==> src/hw/rtl/pscl_pkg.sv <==
package pscl_pkg;

    localparam int ENTRIES    = 64;
    localparam int IDX_W      = (ENTRIES > 1) ? $clog2(ENTRIES) : 1;
    localparam int CNT_W      = $clog2(ENTRIES + 1);
    localparam int CFG_IDX_W  = 3;
    localparam int CFG_DATA_W = 32;

    localparam logic [1:0] KIND_CHECK = 2'd0;
    localparam logic [1:0] KIND_CONN  = 2'd1;
    localparam logic [1:0] KIND_AUTH  = 2'd2;

    localparam logic [CFG_IDX_W-1:0] REG_ENABLE         = 3'd0;
    localparam logic [CFG_IDX_W-1:0] REG_RESET_INTERVAL = 3'd1;
    localparam logic [CFG_IDX_W-1:0] REG_MAX_CONN       = 3'd2;
    localparam logic [CFG_IDX_W-1:0] REG_MAX_AUTH_FAIL  = 3'd3;
    localparam logic [CFG_IDX_W-1:0] REG_BAN_DURATION   = 3'd4;

    localparam logic [31:0] RST_RESET_INTERVAL = 32'd1000;
    localparam logic [15:0] RST_MAX_CONN       = 16'd10;
    localparam logic [15:0] RST_MAX_AUTH_FAIL  = 16'd5;
    localparam logic [30:0] RST_BAN_DURATION   = 31'd300000;

    typedef struct packed {
        logic [31:0] key;
        logic [15:0] conn;
        logic [15:0] fail;
        logic [31:0] last;
        logic [31:0] ban;
    } t_entry;

    typedef struct packed {
        logic load;
        logic scan;
        logic exec;
        logic out_load;
    } t_cmd;

    typedef struct packed {
        logic hit;
        logic miss_done;
        logic out_free;
    } t_sts;

endpackage

==> src/hw/rtl/pscl_ctrl.sv <==
module pscl_ctrl import pscl_pkg::*; (
    input  logic i_clk,
    input  logic i_rst_n,
    input  logic i_in_valid,
    output logic o_in_ready,
    input  t_sts i_sts,
    output t_cmd o_cmd
);

    localparam logic [1:0] ST_IDLE = 2'd0;
    localparam logic [1:0] ST_SCAN = 2'd1;
    localparam logic [1:0] ST_EXEC = 2'd2;
    localparam logic [1:0] ST_DONE = 2'd3;

    logic [1:0] r_state;
    logic [1:0] n_state;

    assign o_in_ready = (r_state == ST_IDLE);

    always_comb begin
        o_cmd.load     = i_in_valid && o_in_ready;
        o_cmd.scan     = (r_state == ST_SCAN);
        o_cmd.exec     = (r_state == ST_EXEC);
        o_cmd.out_load = (r_state == ST_DONE) && i_sts.out_free;
    end

    always_comb begin
        n_state = r_state;
        case (r_state)
            ST_IDLE: begin
                if (i_in_valid) n_state = ST_SCAN;
            end
            ST_SCAN: begin
                if (i_sts.hit || i_sts.miss_done) n_state = ST_EXEC;
            end
            ST_EXEC: begin
                n_state = ST_DONE;
            end
            ST_DONE: begin
                if (i_sts.out_free) n_state = ST_IDLE;
            end
            default: begin
                n_state = ST_IDLE;
            end
        endcase
    end

    always_ff @(posedge i_clk) begin
        if (!i_rst_n) begin
            r_state <= ST_IDLE;
        end else begin
            r_state <= n_state;
        end
    end

endmodule

==> config.mk <==
export PLATFORM = sky130hd
export DESIGN_NAME = pscl_ctrl
export DESIGN_NICKNAME = d
export VERILOG_FILES = /design/src/hw/rtl/pscl_pkg.sv /design/src/hw/rtl/pscl_ctrl.sv
export SDC_FILE = /design/constraint.sdc
export NUM_CORES = 1
export LEC_CHECK = 0
export BUFFER_PORTS_ARGS = -buffer_cell sky130_fd_sc_hd__buf_2
export CORE_AREA = 4 4 41 43
export DETAILED_ROUTE_END_ITERATION = 7
export DIE_AREA = 0 0 45 47
export PLACE_DENSITY = 0.35
export RECOVER_POWER = 50
export SLEW_MARGIN = 20
export SYNTH_ARGS = -nofsm -noshare
export SYNTH_HDL_FRONTEND = slang
export SYNTH_SLANG_ARGS = --single-unit
export TNS_END_PERCENT = 100
==> constraint.sdc <==
create_clock -name i_clk -period 1.5 [get_ports i_clk]
set_clock_uncertainty 0.1 [all_clocks]
set_input_delay 0.3 -clock i_clk [delete_from_list [all_inputs] [get_ports i_clk]]
set_output_delay 0.3 -clock i_clk [all_outputs]
set_load 0.05 [all_outputs]
---- Word level (Yosys, flattened, before mapping) ----
Index checks and enable logic that the tools add are counted.
word-level totals
  input port bits ......................... 6
  word-level logic and storage cells ...... 16
  memory bits (writable) .................. 0
  bits in read-only memories .............. 0
  latch bits .............................. 0
  register bits after elaboration ......... 2
  memories kept ........................... 0
  output and inout bits ................... 5
cells by class
  reductions and logical operators ........ 5
  $lt $le $gt $ge ......................... 0
  eq/ne operators ......................... 6
  add/subtract/negate cells ............... 0
  multipliers ............................. 0
  bitwise operators ....................... 0
  divide/modulo/power cells ............... 0
  multiplexer cells ....................... 4
  shift-type cells ........................ 0
operators with widths
  operator            count
  $pmux 2 s4          1
  $mux 2              3
  $eq 2x2->1 const B  2
  $ne 2x2->1 const B  2
  $reduce_and 3->1    1
  $eq 2x1->1 const B  1
  $logic_and 1x1->1   2
  $logic_not 2->1     1
  $ne 2x1->1 const B  1
  $logic_or 1x1->1    1

---- Longest topological paths before layout ----
  depth in word-level cells ............... 3
  mapped depth ............................ 4
  depth with buffers taken out ............ 4

---- Worst setup path after synthesis ----
OpenSTA, ideal clock, no wires.
  path type ............................... reg2out
  start ................................... reg r_state[0]
  end ..................................... out o_cmd[3] (netlist name)
  setup slack ............................. -0.247 ns
  cell stages (with the launch flop) ...... 4
  required time ........................... 1.100 ns
  buffers on the path ..................... 0
  arrival ................................. 1.347 ns
  cell sequence ........................... dfxtp_1 inv_1 ha_1 and2_2
RTL lines
  element                 RTL line         RTL
  start, declared         pscl_ctrl.sv:15  logic [1:0] r_state;
  start signal, assigned  pscl_ctrl.sv:52  r_state <= n_state;
  end, declared           pscl_ctrl.sv:7   output t_cmd o_cmd

==> out/metrics.yaml <==
critical_path:
  slowest_delay_ps: 360
  r2r_end: "r_state[0]$_SDFFE_PN0P_"
  critPathLaunchType: "register"
  arrival_ps: 1060
  crit_chain: "inv_4, ha_4, and2_4, buf_8"
  end_kind: "output pin"
  cp_max_fo: 4
  r2r_slack_ps: 100
  path_buf_inv: 2
  rr_worst_depth: 5
  rr_startpoint: "r_state[1]$_SDFFE_PN0P_"
  slowest_stage: "dfxtp_4"
  cp.required_ps: 1100
  criticalPathCategory: "reg2out"
  critical_path.top_delay_family: "flip-flops"
grt:
  grt_usage: 0.05678
  grt_pass1_vias: 199
  grt_start_max_net_pins: 5
  grt-ovfl-total: 0
  grt_pass1_wl_um: 807
  grt_antenna_before_repair: 0
clocking:
  cts.htree.levels: 1
  ctsHoldBuffers: 0
  clockBufferDepth: 2
  cts_tree: "built"
  cts_sinks: 2
  cts-buffers-inserted: 3
  root_buffer: "clkbuf_4"
  clock_latency_ps: 220
  path_clk_slew_ps: 30
yosys:
  ys_types: 12
  netlist_area_um2: 187.7
  synth_area_leaders: "ha_1 (27%), dfxtp_1 (21%), a221oi_4 (14%)"
  yosysTopAreaCellShare: 0.2667
  synth_warnings: 0
  postSynthAreaPerCell_um2: 9.384
  syn_inst: 20
  ys_ff_latch: 2
  synth_area_leader_cell: "ha_1"
  synth_fp_nets: 30
  ys_seq_area_frac: 0.2133
min_path:
  holdCritPathClass: "in2reg"
  min_to: "r_state[1]$_SDFFE_PN0P_"
  worstHoldStart: "i_rst_n"
  min_path_cells: 3
final_layout:
  n_antenna_cell: 0
  top_register: "r_state"
  final_area_um2: 334.1
  largest_reg_flops: 2
  final_common_cell: "buf_2"
  top_regs: "r_state x2"
  layout_common_cells: "buf_2 (6), clkbuf_4 (4), nand2_1 (3)"
  nets: 46
  syn_to_final_growth_pct: 78.00
  drive_above_1_share: 0.6765
sta:
  rsz0062_at_grt: "yes"
  period_share: 0.9755
  hold_viol_final: 0
  min_period_ps: 1463
  max_freq_mhz: 683.4
  drv_slew: 0
  tightest_slew_ps: 262.4
  setup_viol: 0
  holdWs_ps: 253.2
  relSlewSlack: 0.8251
detailed_routing:
  drc: 0
  final_antenna_net_count: 0
  drtPass1Iterations: 1
  wl_per_cell_um: 9.327
  via_count: 185
  via_per_inst: 3.776
  postRouteWirelength_um: 457
  drt-initial-drc-count: 0
floorplanning:
  ioPinCount: 11
  die_area_um2: 2115
  core_area_um2: 1301
  fp.dieH_um: 47
  rows: 13
  start_util: 0.1442
  die_w_um: 45
place:
  dp_hpwl_um: 378.4
  gp_congestion: 0.6073
  io_buffer_count: 10
  placed_area_um2: 262.8
power_and_ir_drop:
  pwr-share-seq: 0.154
  total_leakage_power_nw: 0.1582
  ir_drop_mv: 0.9151
  combinationalPowerShare: 0.706
  power_density_nw_per_um2: 2523
  p_int_mw: 0.4228
  pwr-share-clk: 0.140
  p_sw_mw: 0.4202
  switching_share: 0.4984
flow_run:
  drv_cap: 0
run_status:
  outcome: "completed"
-- power groups by stage --
stage | registers (mW) | logic, mW | clock network, mW
detailed placement | 0.106 | 0.502 | 0
global placement | 0.104 | 0.490 | 0
CTS | 0.115 | 0.565 | 0.128
global route | 0.137 | 0.644 | 0.140
finish | 0.130 | 0.595 | 0.118
floorplan | 0.100 | 0.421 | 0
-- cells in the mapped netlist, drive strengths merged --
cell and n:
ha 4, inv 3, nand2 3, and2 2, dfxtp 2, mux2i 2
a221oi 1, nor2 1, nor2b 1, o21ai 1
-- area by class of cell --
cell class	instances	area, µm²
multi-input combinational	15	152.6
sequential	2	47.55
tap	15	18.77
timing repair buffer	11	78.83
clock buffer	3	22.52
fill	147	967.2
inverter	3	13.76
-- metal layers --
layer | vias to the layer above | part of all wire | global-route usage
met5 | - | 0 | 0
met4 | 0 | 0 | 0.07018
met3 | 0 | 0.074 | 0.01149
met2 | 9 | 0.53 | 0.09040
met1 | 82 | 0.39 | 0.05656
li1 | 94 | - | -
-- timing repair --
item,CTS,global route
buffers inserted,0,1
pin swaps,0,1
resized for setup,9,6
setup endpoints to repair,5,4
-- cells by family (layout without fill, tap and decap cells) --
logic type | after synthesis | count (layout) | share of synthesized area
compound gates | 2 | 2 | 0.1667
fa+ha+maj | 4 | 4 | 0.2667
buf+inv | 3 | 17 | 0.06000
flops | 2 | 2 | 0.2133
mux | 2 | 2 | 0.1067
simple gates | 7 | 7 | 0.1867
-- per-stage QoR --
| stage | utilization | setup TNS (ps) | worst slack, ps | instances | total power, mW |
|---|---|---|---|---|---|
| global placement | 0.2019 | 0 | 80.19 | 45 | 0.5936 |
| global route | 0.2567 | -25.51 | -17.27 | 49 | 0.9208 |
| floorplan | - | 0 | 20.50 | 20 | 0.5212 |
| finish | 0.2567 | 0 | 36.71 | 49 | 0.8430 |
| detailed placement | 0.2019 | 0 | 53.87 | 45 | 0.6082 |
| CTS | 0.2375 | -1.028 | -1.028 | 48 | 0.8087 |
-- how the worst max path moves through the flow --
stage,startpoint,endpoint,slack (ps),cells past startpoint
4_1_cts,r_state[1]$_SDFFE_PN0P_,o_cmd[3],-1,4
6_report,r_state[1]$_SDFFE_PN0P_,o_cmd[3],40,4
2_1_floorplan,r_state[0]$_SDFFE_PN0P_,o_cmd[3],20,3
3_3_place_gp,r_state[1]$_SDFFE_PN0P_,o_cmd[3],80,4
3_5_place_dp,r_state[0]$_SDFFE_PN0P_,o_cmd[3],50,4
5_1_grt,r_state[1]$_SDFFE_PN0P_,o_cmd[3],-20,4
-- worst min-delay path, delay by kind of cell --
family | cells | cell delay (ps)
buffers and inverters | 1 | 120
muxes | 1 | 50
and+or+nand+nor | 1 | 60
Note: power is estimated with default switching activity, not from simulation.
